### src/rtl/core/gcmd_pkg.sv
// gcmd_pkg: sizes, field types, codes and controller/datapath bundles
// for the grid cell min distance store; no dependencies
`default_nettype none

package gcmd_pkg;

    localparam int GRID_SIDE      = 64;
    localparam int SLOTS_PER_CELL = 8;
    localparam int PATH_COUNT     = 256;

    localparam int CELL_COUNT = GRID_SIDE * GRID_SIDE;
    localparam int AXIS_W     = $clog2(GRID_SIDE);
    localparam int CELL_W     = $clog2(CELL_COUNT);
    localparam int SLOT_W     = (SLOTS_PER_CELL > 1) ? $clog2(SLOTS_PER_CELL) : 1;
    localparam int FILL_W     = $clog2(SLOTS_PER_CELL + 1);

    localparam int INDEX_W   = 6;
    localparam int PATH_W    = 8;
    localparam int DIST_W    = 16;
    localparam int COORD_W   = 16;
    localparam int STATUS_W  = 2;
    localparam int CFG_IDX_W = 2;
    localparam int PROD_W    = 2 * COORD_W;

    localparam logic [CFG_IDX_W-1:0] CFG_ORIGIN_X        = 2'd0;
    localparam logic [CFG_IDX_W-1:0] CFG_ORIGIN_Y        = 2'd1;
    localparam logic [CFG_IDX_W-1:0] CFG_CELLS_PER_METER = 2'd2;

    localparam logic signed [COORD_W-1:0] ORIGIN_RESET = -16'sd256;
    localparam logic [COORD_W-1:0]        CPM_RESET    = 16'd512;

    typedef enum logic [STATUS_W-1:0] {
        ST_OK      = 2'd0,
        ST_OUTSIDE = 2'd1,
        ST_FULL    = 2'd2
    } status_t;

    typedef struct packed {
        logic [PATH_W-1:0] path;
        logic [DIST_W-1:0] distance;
    } slot_t;

    typedef slot_t [SLOTS_PER_CELL-1:0] row_t;

    typedef struct packed {
        logic              load;
        logic              map;
        logic              read;
        logic              decide;
        logic              clear;
        logic [CELL_W-1:0] clr_addr;
        logic              out_load;
        logic [SLOT_W-1:0] slot_idx;
        logic              last;
    } cmd_t;

    typedef struct packed {
        logic              list;
        logic [FILL_W-1:0] count;
    } stat_t;

endpackage

`default_nettype wire

### src/rtl/core/gcmd_ctrl.sv
// gcmd_ctrl: sequencer for clear sweep, lookup, decide and result beats
// depends on gcmd_pkg
`default_nettype none

module gcmd_ctrl (
    input  wire logic           clk,
    input  wire logic           rst_n,
    input  wire logic           in_valid,
    output logic                in_ready,
    output logic                out_valid,
    input  wire logic           out_ready,
    output gcmd_pkg::cmd_t      cmd,
    input  wire gcmd_pkg::stat_t stat
);
    import gcmd_pkg::*;

    typedef enum logic [2:0] {
        S_CLEAR,
        S_IDLE,
        S_MAP,
        S_READ,
        S_DECIDE,
        S_EMIT
    } state_t;

    state_t            state_reg, state_next;
    logic [CELL_W-1:0] clr_addr_reg, clr_addr_next;
    logic [SLOT_W-1:0] idx_reg, idx_next;
    logic              out_valid_reg, out_valid_next;
    logic              out_free;
    logic              is_last;

    assign out_free  = !out_valid_reg || out_ready;
    assign is_last   = !stat.list || ((FILL_W'(idx_reg) + FILL_W'(1)) == stat.count);
    assign in_ready  = (state_reg == S_IDLE);
    assign out_valid = out_valid_reg;

    always_comb
    begin
        state_next    = state_reg;
        clr_addr_next = clr_addr_reg;
        idx_next      = idx_reg;
        cmd           = '0;
        cmd.clr_addr  = clr_addr_reg;
        cmd.slot_idx  = idx_reg;
        unique case (state_reg)
            S_CLEAR:
            begin
                cmd.clear     = 1'b1;
                clr_addr_next = CELL_W'(clr_addr_reg + CELL_W'(1));
                if (clr_addr_reg == CELL_W'(CELL_COUNT - 1))
                begin
                    state_next = S_IDLE;
                end
            end
            S_IDLE:
            begin
                if (in_valid)
                begin
                    cmd.load   = 1'b1;
                    state_next = S_MAP;
                end
            end
            S_MAP:
            begin
                cmd.map    = 1'b1;
                state_next = S_READ;
            end
            S_READ:
            begin
                cmd.read   = 1'b1;
                state_next = S_DECIDE;
            end
            S_DECIDE:
            begin
                cmd.decide = 1'b1;
                idx_next   = '0;
                state_next = S_EMIT;
            end
            S_EMIT:
            begin
                cmd.last = is_last;
                if (out_free)
                begin
                    cmd.out_load = 1'b1;
                    if (is_last)
                    begin
                        state_next = S_IDLE;
                        idx_next   = '0;
                    end
                    else
                    begin
                        idx_next = SLOT_W'(idx_reg + SLOT_W'(1));
                    end
                end
            end
            default:
            begin
                state_next = S_CLEAR;
            end
        endcase

        if (cmd.out_load)
        begin
            out_valid_next = 1'b1;
        end
        else if (out_ready)
        begin
            out_valid_next = 1'b0;
        end
        else
        begin
            out_valid_next = out_valid_reg;
        end
    end

    always_ff @(posedge clk or negedge rst_n)
    begin
        if (!rst_n)
        begin
            state_reg     <= S_CLEAR;
            clr_addr_reg  <= '0;
            idx_reg       <= '0;
            out_valid_reg <= 1'b0;
        end
        else
        begin
            state_reg     <= state_next;
            clr_addr_reg  <= clr_addr_next;
            idx_reg       <= idx_next;
            out_valid_reg <= out_valid_next;
        end
    end

endmodule

`default_nettype wire

### config.mk
export PLATFORM = sky130hd
export DESIGN_NAME = gcmd_ctrl
export DESIGN_NICKNAME = d
export VERILOG_FILES = /design/src/rtl/core/gcmd_pkg.sv /design/src/rtl/core/gcmd_ctrl.sv
export SDC_FILE = /design/constraint.sdc
export NUM_CORES = 1
export LEC_CHECK = 0
export BUFFER_PORTS_ARGS = -buffer_cell sky130_fd_sc_hd__buf_2
export CAP_MARGIN = 15
export CORE_MARGIN = 4
export CORE_UTILIZATION = 45
export CTS_BUF_LIST = sky130_fd_sc_hd__clkbuf_8
export DETAILED_ROUTE_END_ITERATION = 6
export HOLD_SLACK_MARGIN = 0.15
export PLACE_DENSITY_LB_ADDON = 0.12
export SLEW_MARGIN = 20
export SYNTH_ARGS = -nofsm -noshare
export SYNTH_HDL_FRONTEND = slang
export SYNTH_SLANG_ARGS = --single-unit
### constraint.sdc
create_clock -name clk -period 1.6 [get_ports clk]
set_input_delay 0 -clock clk [delete_from_list [all_inputs] [get_ports clk]]
set_output_delay 0 -clock clk [all_outputs]
set_load 0.05 [all_outputs]
==> impl_results.rst <==
.. list-table::
   :header-rows: 1

   * - Metric
     - Value
   * - Filler cell count
     - 182
   * - Gp weighted congestion
     - 0.6973
   * - Distinct cell type count after synthesis
     - 33
   * - Adder-cell share of the synthesized area
     - 2.500%
   * - Total global routing track utilization
     - 16.35%
   * - Worst-case setup margin in the final layout
     - -0.1235 ns
   * - Chip Height
     - 55.17 um
   * - Instance area at placement
     - 0.001227 mm2
   * - Number of warnings reported in the yosys synthesis log
     - 0
   * - FF/Latch Area
     - 480.5 um2
   * - Post-synthesis cell type with the largest combined area
     - sky130_fd_sc_hd__dfrtp_1
   * - Max FFs per register
     - 12
   * - Total via count in the routed design
     - 850
   * - Compound-Gate Fraction of Synth Area
     - 7.750%
   * - Cell breakdown of the critical path
     - ha_4 -> xor2_2 -> and4b_1 -> o211ai_2 -> buf_6 -> a21oi_4 -> buf_6
   * - Number of slew-limit violations in the final report
     - 0
   * - Class of the tightest hold or removal check
     - input port to asynchronous set/reset pin
   * - Post-synth top area share
     - 47.50%
   * - Final setup viols
     - 3
   * - Clock tree from TritonCTS
     - built
   * - Actual transition at the worst max-transition pin
     - 0.4222 ns
   * - Maximum number of pins on one net before global-route repair
     - 20
   * - Clk Latency, worst-skew pair
     - 0.25 ns
   * - Area contributors post-synth
     - sky130_fd_sc_hd__dfrtp_1 48%, sky130_fd_sc_hd__xnor2_1 7.9%, sky130_fd_sc_hd__xor2_1 4.4%
   * - Gate count of the mapped netlist
     - 92
   * - Failing checks
     - negative setup slack
   * - Initial DRC Count
     - 10
   * - Global-route wire length before repair
     - 3.484 mm
   * - Placement Rows
     - 16
   * - PwrDens
     - 626.7 mW/mm2
   * - FF-to-FF Start
     - idx_reg[0]$_DFFE_PN0P_
   * - Achievable Freq
     - 580.2 MHz
   * - Simple logic cell fraction of the synthesized area
     - 25.25%
   * - Half-perimeter wire length of the detailed placement result
     - 1.475 mm
   * - Combinational family with the most area after synthesis
     - simple AND/OR/NAND/NOR gates
   * - Length of the first detailed-routing pass in iterations
     - 4
   * - Number of buffers inserted during clock tree synthesis
     - 3
   * - Die Area
     - 0.003043 mm2
   * - PortBufs
     - 32
   * - Register clock-pin slew on the reported worst setup and hold paths
     - 0.07 ns
   * - Cell seen most often among critical-path stages
     - sky130_fd_sc_hd__buf_6
   * - Global route total overflow
     - 0
   * - Initial cell density of the core
     - 49.02%
   * - Final clock period utilization by the worst path
     - 107.7%
   * - IR Drop Worst-Case VDD
     - 0.4605 mV
   * - Static Leakage
     - 0.7056 nW
   * - Placement-stage worst setup slack
     - 0.0002285 ns
   * - Relative area change from synthesis to final layout
     - 38.50%
   * - Clock sinks
     - 19
   * - Die extent in x
     - 55.17 um
   * - Post-layout minimum cycle time
     - 1.724 ns
   * - Placeable core area
     - 0.002042 mm2
   * - Maximum cell stage delay along the critical path
     - 0.42 ns
   * - Power after layout
     - 0.8689 mW
   * - Reg-to-reg endpoint
     - state_reg[2]$_DFFE_PN0P_
   * - Routed wirelength normalized by instance count
     - 14.33 um
   * - Critical Path Start Type
     - flip-flop
   * - Max Fanout on Critical Path
     - 2
   * - ANT nets after route
     - 0
   * - Fraction of the yosys area taken by sequential cells
     - 47.50%
   * - Final routed DRC violation total
     - 0
   * - Origin of the worst setup path
     - idx_reg[0]$_DFFE_PN0P_
   * - Final WL
     - 2.321 mm
   * - Setup repair after global routing missed its margin
     - true
   * - Total standard cell area after synthesis
     - 0.001001 mm2
   * - Nets in the synthesized netlist
     - 103
   * - Maximum number of buffers from clock root to sink
     - 2
   * - Cell area after layout
     - 0.001386 mm2
   * - Crit path DAT
     - 1.72 ns
   * - Number of top-level pins
     - 33
   * - Logic depth of the worst register-to-register path
     - 8
   * - Total of max-cap violations
     - 0
   * - Synthesized area divided by synthesized cell count
     - 10.88 um2
   * - Fraction of final layout cells sized beyond drive strength 1
     - 42.96%
   * - Inserted Diodes
     - 0
   * - Initial antenna violation count
     - 0
   * - Worst path slowest cell
     - sky130_fd_sc_hd__dfrtp_2
   * - Count of state elements after synthesis
     - 19
   * - Post-layout net count
     - 147
   * - Number of hold violations in the final report
     - 0
   * - Result of the run
     - finished, violations left
   * - Number of global-route vias before repair
     - 790
   * - Clock skew
     - 0.003323 ns
   * - H-Tree Level Count
     - 1
   * - Required time at the worst-slack endpoint
     - 1.60 ns
   * - Xor-xnor portion of the synthesized cell area
     - 12.25%
   * - Reg2Reg Setup Slack
     - -0.04 ns
   * - Class of the most critical setup path
     - flip-flop to output port
   * - Endpoint kind of the worst setup timing path
     - output port
   * - Max transition margin
     - 71.85%
   * - Mux share of post-synthesis cell area
     - 2.250%
   * - Master cell of the clock root buffer
     - sky130_fd_sc_hd__clkbuf_8
   * - Final cell utilization of the core
     - 67.89%
   * - Total area of multi-input combinational cells
     - 558.0 um2
   * - Number of vias per cell
     - 5.247
[placed cells by master, fill, tap and decap left out, types with 2 or more instances in the layout]
master	n
sky130_fd_sc_hd__nand3_1	3
sky130_fd_sc_hd__mux2_2	2
sky130_fd_sc_hd__dlygate4sd3_1	4
sky130_fd_sc_hd__nand4_1	4
sky130_fd_sc_hd__nand2b_1	2
sky130_fd_sc_hd__xor2_1	4
sky130_fd_sc_hd__nand3b_1	3
sky130_fd_sc_hd__buf_4	5
sky130_fd_sc_hd__buf_6	3
sky130_fd_sc_hd__xnor2_1	9
sky130_fd_sc_hd__nor2_1	5
sky130_fd_sc_hd__nor2b_1	2
sky130_fd_sc_hd__a21oi_4	2
sky130_fd_sc_hd__and4_1	2
sky130_fd_sc_hd__dfrtp_2	4
sky130_fd_sc_hd__dfrtp_1	15
sky130_fd_sc_hd__buf_2	30
sky130_fd_sc_hd__and3_1	3
sky130_fd_sc_hd__nand2_1	6
sky130_fd_sc_hd__clkbuf_8	3
sky130_fd_sc_hd__and2_1	2
sky130_fd_sc_hd__a21oi_1	2
[synthesized netlist by cell type]
cell type / count
sky130_fd_sc_hd__a21boi_0: 1
sky130_fd_sc_hd__a21o_1: 1
sky130_fd_sc_hd__a21oi_1: 4
sky130_fd_sc_hd__a22o_1: 1
sky130_fd_sc_hd__and2_1: 2
sky130_fd_sc_hd__and2b_1: 1
sky130_fd_sc_hd__and3_1: 3
sky130_fd_sc_hd__and3b_1: 1
sky130_fd_sc_hd__and4_1: 2
sky130_fd_sc_hd__and4b_1: 1
sky130_fd_sc_hd__and4bb_2: 1
sky130_fd_sc_hd__buf_2: 2
sky130_fd_sc_hd__buf_4: 2
sky130_fd_sc_hd__dfrtp_1: 19
sky130_fd_sc_hd__ha_1: 2
sky130_fd_sc_hd__mux2_2: 2
sky130_fd_sc_hd__nand2_1: 6
sky130_fd_sc_hd__nand2b_1: 2
sky130_fd_sc_hd__nand3_1: 3
sky130_fd_sc_hd__nand3b_1: 3
sky130_fd_sc_hd__nand4_1: 4
sky130_fd_sc_hd__nor2_1: 5
sky130_fd_sc_hd__nor2b_1: 2
sky130_fd_sc_hd__nor3_1: 1
sky130_fd_sc_hd__nor3_4: 1
sky130_fd_sc_hd__nor3b_1: 1
sky130_fd_sc_hd__o2111ai_1: 1
sky130_fd_sc_hd__o211ai_2: 1
sky130_fd_sc_hd__o21ai_0: 1
sky130_fd_sc_hd__o21bai_1: 1
sky130_fd_sc_hd__or2b_1: 1
sky130_fd_sc_hd__xnor2_1: 9
sky130_fd_sc_hd__xor2_1: 5
[worst max-delay path by stage]
| stage | to | slack, ns | cells after the start |
|---|---|---|---|
| after floorplan | clr_addr_reg[7]$_DFFE_PN0N_ | -0.22 | 5 |
| after global placement | idx_reg[0]$_DFFE_PN0P_ | 0.05 | 6 |
| after detailed placement | idx_reg[0]$_DFFE_PN0P_ | 0.0002 | 6 |
| after CTS | cmd[0] | -0.17 | 7 |
| after global routing | cmd[0] | -0.21 | 7 |
| final | cmd[0] | -0.12 | 7 |
[routing by layer]
| metal | global-route usage [%] | wire length (um) |
|---|---|---|
| met3 | 5.630 | 136 |
| met5 | 0 | 0 |
| met1 | 21.79 | 969 |
| met2 | 25.59 | 1176 |
| met4 | 3.644 | 39 |
[repair_timing]
action                                  in CTS  in global routing
setup buffers                                2                  0
resized for setup                            3                 11
endpoints found under the setup margin       2                  4
hold buffers                                 4                  0
endpoints found under the hold margin       24                  0
pin swaps                                    4                  5
[where the power goes]
group / switching [mW] / internal, mW / leakage, nW
combinational: 0.0371 / 0.0315 / 0.431
clock: 0.147 / 0.170 / 0.0269
sequential: 0.00159 / 0.482 / 0.248
total: 0.185 / 0.684 / 0.706
[worst max-delay path, delay by kind of cell, from the launching register on]
kind	cells	cell delay, ns
flip-flops	1	0.42
buffers and inverters	2	0.31
AND/OR/NAND/NOR	1	0.22
AO/OA/AOI/OAI	2	0.20
adder cells (fa/ha/maj)	1	0.17
XOR/XNOR	1	0.15
[through the flow]
step	hold slack [ns]	std cells	TNS [ns]
floorplan	-0.2956	92	-1.434
global placement	-0.04184	152	0
detailed placement	-0.03932	152	0
CTS	0.2291	162	-0.2435
global route	0.2473	162	-0.4591
finish	0.2129	162	-0.1693
[logic make-up (layout without fill, tap and decap cells)]
group	Yosys count	after routing
DFF	19	19
muxes	2	2
xor gates and xnor gates	14	14
adders and majority gates	2	2
AOI/OAI and AO/OA	11	11
and+or+nand+nor	40	40
buffers and inverters	4	47
[layout make-up]
cell class / count / area share [%]
Multi-Input combinational cell: 69 / 40.25
Sequential cell: 19 / 34.66
Timing Repair Buffer: 43 / 19.40
Clock buffer: 3 / 2.978
Tap cell: 27 / 2.437
Clock inverter: 1 / 0.2708
(Power assumes the default switching activity.)
